File: src/asi_pkg.sv
// asi_pkg: shared types, reset values and constants for adaptive_sleep_interval.
// No dependencies; imported by every module of the block.
`default_nettype none

package asi_pkg;

	localparam int VOLT_W     = 13;
	localparam int SEC_W      = 20;
	localparam int THR_W      = 8;
	localparam int CFG_IDX_W  = 3;
	localparam int CFG_DATA_W = 20;
	localparam int HIST_N_W   = 4;

	localparam int HISTORY_DEPTH_DEF = 4;

	localparam logic [SEC_W-1:0] MAX_INTERVAL     = 20'd172800;
	localparam logic [SEC_W-1:0] DEFAULT_INTERVAL = 20'd3600;

	// floor(y/5) = (y * DIV5_RECIP) >> DIV5_SHIFT for any y below 2**22
	localparam logic [21:0] DIV5_RECIP = 22'd3355444;
	localparam int          DIV5_SHIFT = 24;

	localparam logic [VOLT_W-1:0] CRITICAL_MV_RST  = 13'd3300;
	localparam logic [VOLT_W-1:0] LOW_MV_RST       = 13'd3500;
	localparam logic [VOLT_W-1:0] MEDIUM_MV_RST    = 13'd3700;
	localparam logic [THR_W-1:0]  CHARGE_THR_RST   = 8'd5;
	localparam logic [SEC_W-1:0]  EMERGENCY_S_RST  = 20'd86400;
	localparam logic [SEC_W-1:0]  LOW_BAND_S_RST   = 20'd28800;
	localparam logic [SEC_W-1:0]  MEDIUM_BAND_S_RST = 20'd14400;
	localparam logic [SEC_W-1:0]  FLOOR_S_RST      = 20'd3600;

	typedef enum logic [CFG_IDX_W-1:0] {
		CFG_CRITICAL_MV    = 3'd0,
		CFG_LOW_MV         = 3'd1,
		CFG_MEDIUM_MV      = 3'd2,
		CFG_CHARGE_THR_MV  = 3'd3,
		CFG_EMERGENCY_S    = 3'd4,
		CFG_LOW_BAND_S     = 3'd5,
		CFG_MEDIUM_BAND_S  = 3'd6,
		CFG_FLOOR_S        = 3'd7
	} cfg_idx_t;

	typedef enum logic [2:0] {
		PS_STABLE     = 3'd0,
		PS_CHARGING   = 3'd1,
		PS_DRAINING   = 3'd2,
		PS_DRAIN_FAST = 3'd3,
		PS_EMERGENCY  = 3'd4
	} power_state_t;

	typedef struct packed {
		logic [VOLT_W-1:0] critical_mv;
		logic [VOLT_W-1:0] low_mv;
		logic [VOLT_W-1:0] medium_mv;
		logic [THR_W-1:0]  charge_threshold_mv;
		logic [SEC_W-1:0]  emergency_seconds;
		logic [SEC_W-1:0]  low_band_seconds;
		logic [SEC_W-1:0]  medium_band_seconds;
		logic [SEC_W-1:0]  floor_seconds;
	} cfg_t;

	// history view for the word in flight: trend usable, span and oldest sample
	typedef struct packed {
		logic                trend_ok;
		logic [HIST_N_W-1:0] span;
		logic [VOLT_W-1:0]   oldest;
	} hist_t;

endpackage

`default_nettype wire

File: src/asi_cfg_regs.sv
// asi_cfg_regs: the eight configuration registers and their write port.
// Depends on asi_pkg.
`default_nettype none

module asi_cfg_regs import asi_pkg::*; (
	input  wire logic                  clk,
	input  wire logic                  arst_n,
	input  wire logic                  wr_en,
	input  wire logic [CFG_IDX_W-1:0]  wr_index,
	input  wire logic [CFG_DATA_W-1:0] wr_data,
	output cfg_t                       cfg
);

	cfg_t cfg_q;

	always_ff @(posedge clk or negedge arst_n) begin
		if (!arst_n) begin
			cfg_q.critical_mv         <= CRITICAL_MV_RST;
			cfg_q.low_mv              <= LOW_MV_RST;
			cfg_q.medium_mv           <= MEDIUM_MV_RST;
			cfg_q.charge_threshold_mv <= CHARGE_THR_RST;
			cfg_q.emergency_seconds   <= EMERGENCY_S_RST;
			cfg_q.low_band_seconds    <= LOW_BAND_S_RST;
			cfg_q.medium_band_seconds <= MEDIUM_BAND_S_RST;
			cfg_q.floor_seconds       <= FLOOR_S_RST;
		end else if (wr_en) begin
			case (cfg_idx_t'(wr_index))
				CFG_CRITICAL_MV:   cfg_q.critical_mv         <= wr_data[VOLT_W-1:0];
				CFG_LOW_MV:        cfg_q.low_mv              <= wr_data[VOLT_W-1:0];
				CFG_MEDIUM_MV:     cfg_q.medium_mv           <= wr_data[VOLT_W-1:0];
				CFG_CHARGE_THR_MV: cfg_q.charge_threshold_mv <= wr_data[THR_W-1:0];
				CFG_EMERGENCY_S:   cfg_q.emergency_seconds   <= wr_data[SEC_W-1:0];
				CFG_LOW_BAND_S:    cfg_q.low_band_seconds    <= wr_data[SEC_W-1:0];
				CFG_MEDIUM_BAND_S: cfg_q.medium_band_seconds <= wr_data[SEC_W-1:0];
				CFG_FLOOR_S:       cfg_q.floor_seconds       <= wr_data[SEC_W-1:0];
				default: begin
				end
			endcase
		end
	end

	assign cfg = cfg_q;

endmodule

`default_nettype wire

File: src/asi_history.sv
// asi_history: voltage ring with write slot and fill count; presents the oldest
// sample and the trend span for the word in flight. Depends on asi_pkg.
`default_nettype none

module asi_history import asi_pkg::*; #(
	parameter int HISTORY_DEPTH = HISTORY_DEPTH_DEF
) (
	input  wire logic              clk,
	input  wire logic              arst_n,
	input  wire logic              push,
	input  wire logic [VOLT_W-1:0] voltage,
	output hist_t                  hist
);

	localparam int SW = $clog2(HISTORY_DEPTH);
	localparam int FW = $clog2(HISTORY_DEPTH + 1);

	logic [VOLT_W-1:0] ring_q [HISTORY_DEPTH];
	logic [SW-1:0]     slot_q;
	logic [FW-1:0]     fill_q;
	logic [SW-1:0]     slot_next;
	logic              full;

	assign full      = (fill_q == FW'(HISTORY_DEPTH));
	assign slot_next = (slot_q == SW'(HISTORY_DEPTH - 1)) ? '0 : slot_q + SW'(1);

	always_ff @(posedge clk) begin
		if (push) begin
			ring_q[slot_q] <= voltage;
		end
	end

	always_ff @(posedge clk or negedge arst_n) begin
		if (!arst_n) begin
			slot_q <= '0;
			fill_q <= '0;
		end else if (push) begin
			slot_q <= slot_next;
			if (!full) begin
				fill_q <= fill_q + FW'(1);
			end
		end
	end

	// before the ring wraps the oldest sample sits in slot 0
	always_comb begin
		hist.trend_ok = (fill_q != '0);
		hist.span     = full ? HIST_N_W'(HISTORY_DEPTH - 1) : HIST_N_W'(fill_q);
		hist.oldest   = full ? ring_q[slot_next] : ring_q[0];
	end

	a_fill_bound: assert property (@(posedge clk) disable iff (!arst_n)
		fill_q <= FW'(HISTORY_DEPTH))
		else $error("fill count beyond history depth");

	a_slot_tracks_fill: assert property (@(posedge clk) disable iff (!arst_n)
		!full |-> (FW'(slot_q) == fill_q))
		else $error("write slot out of step with fill count");

endmodule

`default_nettype wire

File: src/asi_decide.sv
// asi_decide: trend classification, interval scaling, band and maximum clamping and critical override for one word.
// Depends on asi_pkg.
`default_nettype none

module asi_decide import asi_pkg::*; (
	input  wire logic              [VOLT_W-1:0] voltage,
	input  wire hist_t                          hist,
	input  wire cfg_t                           cfg,
	input  wire logic              [SEC_W-1:0]  interval,
	output logic                   [SEC_W-1:0]  sleep_next,
	output power_state_t                        state_next
);

	logic signed [15:0] diff;
	logic signed [15:0] neg_diff;
	logic        [11:0] chg_lim;
	logic signed [15:0] chg_lim_s;
	logic signed [15:0] span_s;
	logic signed [15:0] fast_lim;
	logic signed [15:0] med_lim;
	logic        [21:0] x4;
	logic        [43:0] div5_prod;
	logic        [SEC_W:0] nx;
	logic        [SEC_W:0] clamped;
	logic        [SEC_W-1:0] band_min;

	assign diff      = $signed({3'b000, voltage}) - $signed({3'b000, hist.oldest});
	assign neg_diff  = -diff;
	assign chg_lim   = {4'd0, cfg.charge_threshold_mv} * {8'd0, hist.span};
	assign chg_lim_s = $signed({4'b0000, chg_lim});
	assign span_s    = $signed({12'd0, hist.span});
	assign fast_lim  = span_s * 16'sd20;
	assign med_lim   = span_s * 16'sd10;

	assign x4        = {interval, 2'b00};
	assign div5_prod = {22'd0, x4} * {22'd0, DIV5_RECIP};

	always_comb begin
		if (voltage < cfg.low_mv) begin
			band_min = cfg.low_band_seconds;
		end else if (voltage < cfg.medium_mv) begin
			band_min = cfg.medium_band_seconds;
		end else begin
			band_min = cfg.floor_seconds;
		end
	end

	always_comb begin
		state_next = PS_STABLE;
		nx         = {1'b0, interval};
		if (hist.trend_ok) begin
			if (diff > chg_lim_s) begin
				state_next = PS_CHARGING;
				nx         = {1'b0, div5_prod[DIV5_SHIFT+SEC_W-1:DIV5_SHIFT]};
			end else if (diff < -span_s) begin
				if (neg_diff > fast_lim) begin
					state_next = PS_DRAIN_FAST;
					nx         = {interval, 1'b0};
				end else if (neg_diff > med_lim) begin
					state_next = PS_DRAINING;
					nx         = 21'(({2'b00, interval} * 22'd3) >> 1);
				end else begin
					state_next = PS_DRAINING;
					nx         = 21'(({3'b000, interval} * 23'd5) >> 2);
				end
			end
		end

		clamped = (nx < {1'b0, band_min}) ? {1'b0, band_min} : nx;
		if (clamped > {1'b0, MAX_INTERVAL}) begin
			clamped = {1'b0, MAX_INTERVAL};
		end
		sleep_next = clamped[SEC_W-1:0];

		if (voltage < cfg.critical_mv) begin
			state_next = PS_EMERGENCY;
			sleep_next = cfg.emergency_seconds;
		end
	end

endmodule

`default_nettype wire

File: src/adaptive_sleep_interval.sv
// adaptive_sleep_interval: top level; input register, decision logic, result register.
// Depends on asi_pkg, asi_cfg_regs, asi_history, asi_decide.
//
//  channel  handshake            payload
//  in       in_valid / in_stall   voltage_mv
//  out      out_valid / out_stall sleep_seconds, power_state
//  cfg      cfg_valid / cfg_ready cfg_index, cfg_data
//
// One word per cycle sustained while the result is not stalled.
// The interval and history feedback closes in the stage between the input
// register and the result register, so back-to-back words see fresh state.
// Reset clears handshake state and history counters and loads DEFAULT_INTERVAL.
// A stalled result holds; one more word waits in the input register.
`default_nettype none

module adaptive_sleep_interval import asi_pkg::*; #(
	parameter int HISTORY_DEPTH = HISTORY_DEPTH_DEF
) (
	input  wire logic                  clk,
	input  wire logic                  arst_n,
	input  wire logic                  in_valid,
	output logic                       in_stall,
	input  wire logic [VOLT_W-1:0]     voltage_mv,
	output logic                       out_valid,
	input  wire logic                  out_stall,
	output logic [SEC_W-1:0]           sleep_seconds,
	output logic [2:0]                 power_state,
	input  wire logic                  cfg_valid,
	output logic                       cfg_ready,
	input  wire logic [CFG_IDX_W-1:0]  cfg_index,
	input  wire logic [CFG_DATA_W-1:0] cfg_data
);

	cfg_t              cfg;
	hist_t             hist;
	logic              valid_s1;
	logic [VOLT_W-1:0] voltage_s1;
	logic              advance;
	logic              accept;
	logic [SEC_W-1:0]  interval_q;
	logic [SEC_W-1:0]  sleep_next;
	power_state_t      state_next;
	logic              out_valid_q;
	logic [SEC_W-1:0]  sleep_q;
	power_state_t      state_q;

	assign cfg_ready = 1'b1;
	assign advance   = valid_s1 && (!out_valid_q || !out_stall);
	assign in_stall  = valid_s1 && !advance;
	assign accept    = in_valid && !in_stall;

	asi_cfg_regs u_cfg (
		.clk      (clk),
		.arst_n   (arst_n),
		.wr_en    (cfg_valid && cfg_ready),
		.wr_index (cfg_index),
		.wr_data  (cfg_data),
		.cfg      (cfg)
	);

	asi_history #(
		.HISTORY_DEPTH (HISTORY_DEPTH)
	) u_hist (
		.clk     (clk),
		.arst_n  (arst_n),
		.push    (advance),
		.voltage (voltage_s1),
		.hist    (hist)
	);

	asi_decide u_decide (
		.voltage    (voltage_s1),
		.hist       (hist),
		.cfg        (cfg),
		.interval   (interval_q),
		.sleep_next (sleep_next),
		.state_next (state_next)
	);

	always_ff @(posedge clk) begin
		if (accept) begin
			voltage_s1 <= voltage_mv;
		end
		if (advance) begin
			sleep_q <= sleep_next;
			state_q <= state_next;
		end
	end

	always_ff @(posedge clk or negedge arst_n) begin
		if (!arst_n) begin
			valid_s1    <= 1'b0;
			out_valid_q <= 1'b0;
			interval_q  <= DEFAULT_INTERVAL;
		end else begin
			if (accept) begin
				valid_s1 <= 1'b1;
			end else if (advance) begin
				valid_s1 <= 1'b0;
			end
			if (advance) begin
				out_valid_q <= 1'b1;
				interval_q  <= sleep_next;
			end else if (!out_stall) begin
				out_valid_q <= 1'b0;
			end
		end
	end

	assign out_valid     = out_valid_q;
	assign sleep_seconds = sleep_q;
	assign power_state   = state_q;

	a_stall_cause: assert property (@(posedge clk) disable iff (!arst_n)
		in_stall |-> (valid_s1 && out_valid_q && out_stall))
		else $error("input stalled without a blocked result");

	a_max_clamp: assert property (@(posedge clk) disable iff (!arst_n)
		(out_valid && (power_state != PS_EMERGENCY)) |-> (sleep_seconds <= MAX_INTERVAL))
		else $error("interval above maximum outside emergency");

	a_interval_follows: assert property (@(posedge clk) disable iff (!arst_n)
		advance |=> (interval_q == sleep_q))
		else $error("current interval differs from last result");

endmodule

`default_nettype wire
File: config.mk
export PLATFORM = sky130hd
export DESIGN_NAME = adaptive_sleep_interval
export DESIGN_NICKNAME = d
export VERILOG_FILES = /design/src/asi_pkg.sv /design/src/asi_cfg_regs.sv /design/src/asi_history.sv /design/src/asi_decide.sv /design/src/adaptive_sleep_interval.sv
export SDC_FILE = /design/constraint.sdc
export NUM_CORES = 1
export LEC_CHECK = 0
export ABC_AREA = 0
export BUFFER_PORTS_ARGS = -buffer_cell sky130_fd_sc_hd__buf_4
export CAP_MARGIN = 20
export CORE_ASPECT_RATIO = 1.5
export CORE_MARGIN = 1.5
export CORE_UTILIZATION = 30
export DETAILED_ROUTE_END_ITERATION = 10
export PLACE_DENSITY = 0.43
export SYNTH_ARGS = -nofsm -noshare
export SYNTH_HDL_FRONTEND = slang
export SYNTH_HIERARCHICAL = 1
export SYNTH_SLANG_ARGS = --single-unit
File: constraint.sdc
create_clock -name clk -period 12.5 [get_ports clk]
set_clock_uncertainty 0.05 [all_clocks]
set_input_delay 1.875 -clock clk [delete_from_list [all_inputs] [get_ports clk]]
set_output_delay 1.875 -clock clk [all_outputs]
set_load 0.1 [all_outputs]
==> summary.txt, run 1 <==
Detailed routing
  • Number of remaining DRC errors: 0
  • Post-Route WL: 78.5 mm
  • Initial DRC count: 868
  • Via Count: 17600
  • Avg WL per Cell: 22.8 µm
  • Detailed Routing Iterations Pass 1: 8
  • DRT antenna net count: 0
  • DR vias/cell: 5.12

Worst setup path
  • Critical path's top delay family: compound AO/OA/AOI/OAI gates
  • Slowest CP cell: dfrtp_1
  • Crit path launch type: flop
  • Worst path max stage delay: 0.76 ns
  • Worst EP arrival: 12.02 ns
  • Crit path kind: flop to flop
  • Crit path max fanout: 23
  • Buf/Inv on CP: 5
  • Worst Path Required: 12.91 ns
  • CP Capture Type: flop

Synth
  • Flops & latches, synth: 242
  • Yosys cell types: 104
  • Mapped Avg Cell Area: 10.6 µm²
  • Mapped Nets: 2889
  • Async SR Flop Fraction: 0.636
  • Sequential share of the synthesized area: 0.268
  • Primary FF master, synth: dfrtp_1
  • EDFF count, synth: 88
  • Cells after Synth: 2309
  • Mapped cell area: 24400 µm²
  • Yosys warning count: 6

Layout
  • Commonest non-fill, non-tap cell in the layout: ha_1
  • Most frequent cells in the layout: ha_1, inv_1, fa_1
  • Share of cells above drive strength 1: 0.162
  • Post-layout nets: 2960
  • Finished Cell Area: 27100 µm²
  • P&R area growth vs syn: 11.0%

Placement
  • Final RePlAce weighted congestion: 0.909
  • Worst slack at placement: 0.484 ns
  • DP Wirelength: 63.1 mm
  • Port bufs: 65
  • DP Area: 26100 µm²

Run status
  • Outcome: finished clean

Timing
  • Min Tclk post-route: 11.61 ns
  • Hold Vio Cnt, Final: 0
  • Fmax: 86.1 MHz
  • Final setup fails: 0
  • Final period util: 0.929
  • Setup slack after layout: 0.887 ns
  • Worst Tran Pin Value: 1.04 ns
  • RSZ-0062 raised after global routing: false
  • Max-slew headroom: 0.309
  • Slew Limit Fails: 0
  • TNS Setup: 0 ns

Floorplanning
  • CORE AREA: 80900 µm²
  • Total die area: 83100 µm²
  • Initial Utilization: 0.302
  • I/O Pins: 67
  • Die H: 352 µm
  • FP Rows: 128
  • Die W: 236 µm

Clocking
  • CTS sink count: 242
  • CTS buffer count: 30
  • Post-CTS setup buffers: 0
  • Clk slew on worst S/H paths: 0.06 ns
  • CTS root buf: clkbuf_16
  • Htree depth: 1
  • TritonCTS clock tree: yes
  • Skew-Pair Late Insertion Delay: 0.59 ns
  • Max Root-Sink Buffers: 3

GRT
  • Number of global-route vias before repair: 18600
  • First-pass GRT wire length: 119 mm
  • Initial antenna violation count: 0
  • Largest net degree at the start of global routing: 80
  • Total track usage: 0.189
  • Grt total ovfl: 0

Hold path
  • Hold crit path type: flop to flop

Job
  • Max-cap viol count: 0
==> kinds of logic after synthesis <==
logic type,synth area share
adder cells (fa/ha/maj),0.325
AO/OA/AOI/OAI,0.131
AND/OR/NAND/NOR,0.0942
buffers and inverters,0.0636
flip-flops,0.268
multiplexers,0.0891
XOR/XNOR,0.0287
other,0.000308
==> Yosys cell counts (all sizes together) (11+ instances only) <==
master	count	share of area
nor2b	30	0.0077
nor3	31	0.0066
nand3	27	0.0055
o21bai	11	0.0034
fa	159	0.13
dfrtp	111	0.11
ha	380	0.19
nand4	21	0.0054
mux2	152	0.075
xor2	31	0.011
nor2	95	0.015
o211ai	12	0.0037
nand2	73	0.011
a31oi	19	0.0049
a221oi	12	0.0046
a21o	52	0.016
a21oi	115	0.024
edfxtp	88	0.11
o22ai	18	0.0052
o21ai	72	0.015
or2	11	0.0028
inv	319	0.049
dfstp	43	0.046
or3	11	0.0030
buf	34	0.010
xnor2	49	0.018
clkbuf	29	0.0045
mux2i	35	0.014
a211oi	21	0.0067
and2	52	0.013
nand2b	23	0.0059
==> area by class of cell <==
type / count / area, µm²
Antenna cell: 2 / 5.00
Clock buffer: 39 / 825
Clock inverter: 17 / 106
Fill cell: 8189 / 53800
Inverter: 319 / 1200
Multi-Input combinational cell: 1685 / 16300
Sequential cell: 242 / 6550
Tap cell: 1040 / 1300
Timing Repair Buffer: 102 / 790
==> path summary, 6_finish.rpt <==
check	start	end	slack, ns	cells after the start
worst max-delay path	u_hist/slot_q[0]	interval_q[8]	0.89	39
worst min-delay path	valid_s1	out_valid	0.44	1
worst max register to register	u_hist/slot_q[0]	interval_q[8]	0.89	39
worst min register to register	valid_s1	out_valid	0.44	1
max in group asynchronous	arst_n	u_cfg/cfg[54]	9.88	3
min in group asynchronous	arst_n	u_cfg/cfg[110]	1.32	1
==> through the flow <==
step	util	hold WS, ns	cells
5_1_grt	0.335	0.464	3444
2_1_floorplan	-	0.401	2309
3_3_place_gp	0.323	0.421	3387
6_report	0.335	0.438	3446
4_1_cts	0.335	0.438	3443
3_5_place_dp	0.323	0.426	3387
==> state kept, by name, summed over array words and instances (netlist names) <==
register and count:
u_cfg/cfg 127, u_hist/ring_q 52, interval_q 20, sleep_seconds 20, voltage_s1 13, power_state 3
u_hist/fill_q 3, u_hist/slot_q 2, out_valid 1, valid_s1 1
==> worst reg2reg max path: cells and delay by family, from the launching register on <==
| kind | cells | cell delay [ns] |
|---|---|---|
| compound gates | 17 | 4.06 |
| fa+ha+maj | 4 | 1.71 |
| buf+inv | 5 | 1.22 |
| flops | 1 | 0.76 |
| mux | 1 | 0.27 |
| simple gates | 12 | 3.45 |
==> layer usage <==
metal,GRT usage,up-vias,share of wire
li1,-,8317,-
met1,0.220,8829,0.40
met2,0.344,368,0.52
met3,0.0147,132,0.024
met4,0.0970,0,0.059
met5,0,-,0
==> timing repair <==
action / 4_1_cts / 5_1_grt
setup endpoints to repair: 0 / 32
hold buffers: 0 / 0
resized for setup: 0 / 2
Power of run 1 is left out: the tool's default activity adds up to more than one toggle a clock period on the data nets, which glitch-free logic cannot reach.
==> run 2: changes to the inputs <==
--- a/config.mk
+++ b/config.mk
@@ -6,9 +6,9 @@
 export NUM_CORES = 1
 export LEC_CHECK = 0
 export ABC_AREA = 0
+export ABC_CLOCK_PERIOD_IN_PS = 12500
 export BUFFER_PORTS_ARGS = -buffer_cell sky130_fd_sc_hd__buf_4
 export CAP_MARGIN = 20
-export CORE_ASPECT_RATIO = 1.5
 export CORE_MARGIN = 1.5
 export CORE_UTILIZATION = 30
 export DETAILED_ROUTE_END_ITERATION = 10
==> summary.txt, run 2 (synthesis results as in run 1) <==
Run status
  • Outcome: finished clean

Clocking
  • CTS root buf: clkbuf_16
  • TritonCTS clock tree: yes
  • CTS buffer count: 27
  • Post-CTS setup buffers: 0
  • Max Root-Sink Buffers: 3
  • Skew-Pair Late Insertion Delay: 0.56 ns
  • Htree depth: 1
  • Post_cts resized: 0
  • CTS sink count: 242
  • Hold_buf cts: 0
  • Clk slew on worst S/H paths: 0.06 ns

GRT
  • Initial antenna violation count: 0
  • Grt total ovfl: 0
  • Number of global-route vias before repair: 18200
  • First-pass GRT wire length: 114 mm
  • Total track usage: 0.179
  • Largest net degree at the start of global routing: 92

Layout
  • Most frequent cells in the layout: ha_1, inv_1, fa_1
  • Commonest non-fill, non-tap cell in the layout: ha_1
  • Max reg flops: 127
  • Finished Cell Area: 27100 µm²
  • Share of cells above drive strength 1: 0.160
  • Post-layout nets: 2954
  • P&R area growth vs syn: 11.0%

Placement
  • Port bufs: 65
  • Final RePlAce weighted congestion: 0.886
  • DP Wirelength: 58.6 mm
  • Worst slack at placement: 0.568 ns
  • DP Area: 26200 µm²

Worst setup path
  • Crit path max fanout: 23
  • Slowest CP cell: dfstp_2
  • Worst EP arrival: 11.92 ns
  • Worst r2r src: interval_q[10]
  • Critical register-to-register path endpoint: interval_q[8]
  • Crit path launch type: flop
  • Reg2reg setup slack: 0.94 ns
  • Crit path kind: flop to flop
  • Worst R2R Path Depth: 36
  • CP Capture Type: flop
  • Worst Path Required: 12.87 ns
  • Worst path max stage delay: 0.82 ns

Hold path
  • Hold crit path type: flop to flop
  • HP Start: valid_s1
  • Hold Path Sink: out_valid
  • Hold Path Stages: 1

Timing
  • Worst Tran Pin Value: 1.03 ns
  • Min Tclk post-route: 11.56 ns
  • Setup slack after layout: 0.941 ns
  • Final period util: 0.925
  • TNS Setup: 0 ns
  • Fmax: 86.5 MHz
  • Hold Slack: 0.437 ns
  • Slew Limit Fails: 0
  • Final setup fails: 0
  • Max-slew headroom: 0.308
  • RSZ-0062 raised after global routing: false
  • Hold Vio Cnt, Final: 0

Floorplanning
  • Die W: 288 µm
  • Initial Utilization: 0.303
  • I/O Pins: 67
  • FP Rows: 104
  • Total die area: 83100 µm²
  • CORE AREA: 80500 µm²
  • Die H: 288 µm

Detailed routing
  • DRT antenna net count: 0
  • Initial DRC count: 1070
  • Detailed Routing Iterations Pass 1: 5
  • Via Count: 17700
  • Number of remaining DRC errors: 0
  • Post-Route WL: 74.3 mm
  • Avg WL per Cell: 21.5 µm
  • DR vias/cell: 5.11

Job
  • Max-cap viol count: 0
==> run 2: cell count changes in the layout (fill, tap and decap cells not counted), sizes merged <==
| cell | delta |
|---|---|
| diode | -1 |
| clkinvlp | -3 |
| clkinv | -8 |
| bufinv | +2 |
| buf | -3 |
| clkbuf | +2 |
==> run 2: final cells by class <==
cell class	instances	area (µm²)
Sequential cell	242	6550
Fill cell	8138	53500
Clock inverter	8	109
Antenna cell	1	2.50
Multi-Input combinational cell	1685	16300
Tap cell	1060	1330
Timing Repair Buffer	99	751
Clock buffer	41	831
Inverter	319	1200
==> run 2: critical path: cells and delay by family, from the launching register on <==
family,cells,cell delay (ns)
AO/OA/AOI/OAI,13,4.33
XOR/XNOR,1,0.17
adder cells (fa/ha/maj),9,3.87
buffers and inverters,6,0.61
flip-flops,1,0.82
multiplexers,1,0.28
AND/OR/NAND/NOR,6,1.28
==> run 2: metrics by stage <==
step | std cells | utilization
floorplan | 2309 | -
global placement | 3404 | 0.325
detailed placement | 3405 | 0.325
CTS | 3454 | 0.336
global route | 3454 | 0.336
finish | 3455 | 0.336
==> run 2: layer usage <==
metal | wire length, µm | global-route usage
met4 | 1350 | 0.0313
met3 | 2680 | 0.0160
met2 | 34000 | 0.292
met1 | 36300 | 0.260
met5 | 0 | 0
==> run 2: how the worst max path moves through the flow <==
stage          cells past startpoint  slack [ns]        endpoint              from
2_1_floorplan                     36        2.92  interval_q[15]    interval_q[10]
3_3_place_gp                      40        0.57  interval_q[15]  u_hist/slot_q[0]
3_5_place_dp                      40        0.57   interval_q[8]  u_hist/slot_q[0]
4_1_cts                           40        0.55   interval_q[8]  u_hist/slot_q[0]
5_1_grt                           40        0.16   interval_q[8]  u_hist/slot_q[0]
6_report                          36        0.94   interval_q[8]    interval_q[10]
Power of run 2 is left out for the same reason.
==> run 3: changes to the inputs <==
--- a/config.mk
+++ b/config.mk
@@ -6,12 +6,13 @@
 export NUM_CORES = 1
 export LEC_CHECK = 0
 export ABC_AREA = 0
-export ABC_CLOCK_PERIOD_IN_PS = 12500
+export ABC_CLOCK_PERIOD_IN_PS = 13350
 export BUFFER_PORTS_ARGS = -buffer_cell sky130_fd_sc_hd__buf_4
 export CAP_MARGIN = 20
 export CORE_MARGIN = 1.5
 export CORE_UTILIZATION = 30
 export DETAILED_ROUTE_END_ITERATION = 10
+export GPL_TIMING_DRIVEN = 0
 export PLACE_DENSITY = 0.43
 export SYNTH_ARGS = -nofsm -noshare
 export SYNTH_HDL_FRONTEND = slang
==> constraint.sdc (replaced) <==
create_clock -name clk -period 13.35 [get_ports clk]
set_clock_uncertainty 0.05 [all_clocks]
set_input_delay 2.0025 -clock clk [delete_from_list [all_inputs] [get_ports clk]]
set_output_delay 2.0025 -clock clk [all_outputs]
set_load 0.1 [all_outputs]
==> summary.txt, run 3 (synthesis results as in run 1) <==
Run status
  • Outcome: finished clean

Floorplanning
  • FP Rows: 104
  • Total die area: 83100 µm²
  • Initial Utilization: 0.303
  • I/O Pins: 67
  • Die W: 288 µm
  • Die H: 288 µm
  • CORE AREA: 80500 µm²

Layout
  • Share of cells above drive strength 1: 0.156
  • Post-layout nets: 2982
  • Fillcell total: 8149
  • P&R area growth vs syn: 11.4%
  • Commonest non-fill, non-tap cell in the layout: ha_1
  • Most frequent cells in the layout: ha_1, inv_1, fa_1
  • Reg area: 6550 µm²
  • Max reg flops: 127
  • Multi-input logic area: 16300 µm²

Hold path
  • Hold crit path type: flop to flop

Timing
  • TNS Setup: 0 ns
  • Worst Tran Pin Value: 1.04 ns
  • Slew Limit Fails: 0
  • Max-slew headroom: 0.300
  • RSZ-0062 raised after global routing: false
  • Min Tclk post-route: 12.29 ns
  • Fmax: 81.4 MHz
  • Final setup fails: 0
  • Final period util: 0.921
  • Hold Vio Cnt, Final: 0

Placement
  • DP Wirelength: 58.7 mm
  • Port bufs: 63
  • Final RePlAce weighted congestion: 0.884

GRT
  • Grt total ovfl: 0
  • Number of global-route vias before repair: 18500
  • Initial antenna violation count: 0
  • Largest net degree at the start of global routing: 113
  • Total track usage: 0.178
  • First-pass GRT wire length: 113 mm

Detailed routing
  • Initial DRC count: 1222
  • Detailed Routing Iterations Pass 1: 8
  • Post-Route WL: 73.6 mm
  • DRT antenna net count: 0
  • Avg WL per Cell: 21.1 µm
  • Number of remaining DRC errors: 0
  • Via Count: 17700
  • DR vias/cell: 5.09

Clocking
  • CTS root buf: clkbuf_16
  • CTS buffer count: 26
  • CTS sink count: 242
  • Max Root-Sink Buffers: 3
  • TritonCTS clock tree: yes
  • Skew-Pair Late Insertion Delay: 0.55 ns
  • Hold_buf cts: 0
  • Htree depth: 1
  • Clk slew on worst S/H paths: 0.07 ns

Worst setup path
  • CP Capture Type: flop
  • Worst EP arrival: 12.68 ns
  • Buf/Inv on CP: 6
  • Crit path max fanout: 10
  • Slowest CP cell: o32ai_1
  • Critical path's most frequent cell: a21oi_1
  • Worst path max stage delay: 0.64 ns
  • Crit path kind: flop to flop
  • Crit path launch type: flop
  • Worst Path Required: 13.74 ns
  • Critical path's top delay family: compound AO/OA/AOI/OAI gates

Job
  • Max-cap viol count: 0
[run 3: cell count changes in the layout (fill, tap and decap cells not counted), sizes merged]
cell,delta
clkinv,+3
clkbuf,+25
inv,-2
bufinv,+2
[run 3: layout make-up]
type	count	share of cell area
Multi-Input combinational cell	1685	0.600
Sequential cell	242	0.241
Tap cell	1060	0.0488
Inverter	319	0.0440
Clock buffer	37	0.0284
Timing Repair Buffer	65	0.0189
Buffer	63	0.0131
Clock inverter	11	0.00589
Antenna cell	1	0.0000920
[run 3: worst paths after layout]
| kind | from | end | slack [ns] | cells after the start |
|---|---|---|---|---|
| worst max-delay path | u_hist/fill_q[0] | interval_q[8] | 1.06 | 48 |
| worst min-delay path | valid_s1 | out_valid | 0.45 | 1 |
| worst max register to register | u_hist/fill_q[0] | interval_q[8] | 1.06 | 48 |
| worst min register to register | valid_s1 | out_valid | 0.45 | 1 |
| max in group asynchronous | arst_n | u_cfg/cfg[13] | 11.04 | 2 |
| min in group asynchronous | arst_n | u_hist/slot_q[0] | 1.30 | 1 |
[run 3: what timing repair did]
action	in CTS	in global routing
buffers inserted	0	0
gates resized for setup	0	1
setup endpoints to repair	0	1
[run 3: per-stage QoR]
stage	worst slack [ns]	util	instance area, µm²	instances	hold WS, ns
3_3_place_gp	1.21	0.325	26200	3432	0.414
4_1_cts	1.15	0.338	27200	3482	0.456
3_5_place_dp	1.20	0.326	26300	3434	0.442
5_1_grt	0.0163	0.338	27200	3482	0.469
2_1_floorplan	3.77	-	24400	2309	0.401
6_report	1.06	0.338	27200	3483	0.450
[run 3: metal layers]
metal,vias to the layer above,routed length (µm),GRT usage
li1,8360,-,-
met1,8932,36800,0.263
met2,358,33500,0.289
met3,62,2350,0.0161
met4,0,943,0.0223
met5,-,0,0
Power of run 3 is left out for the same reason.
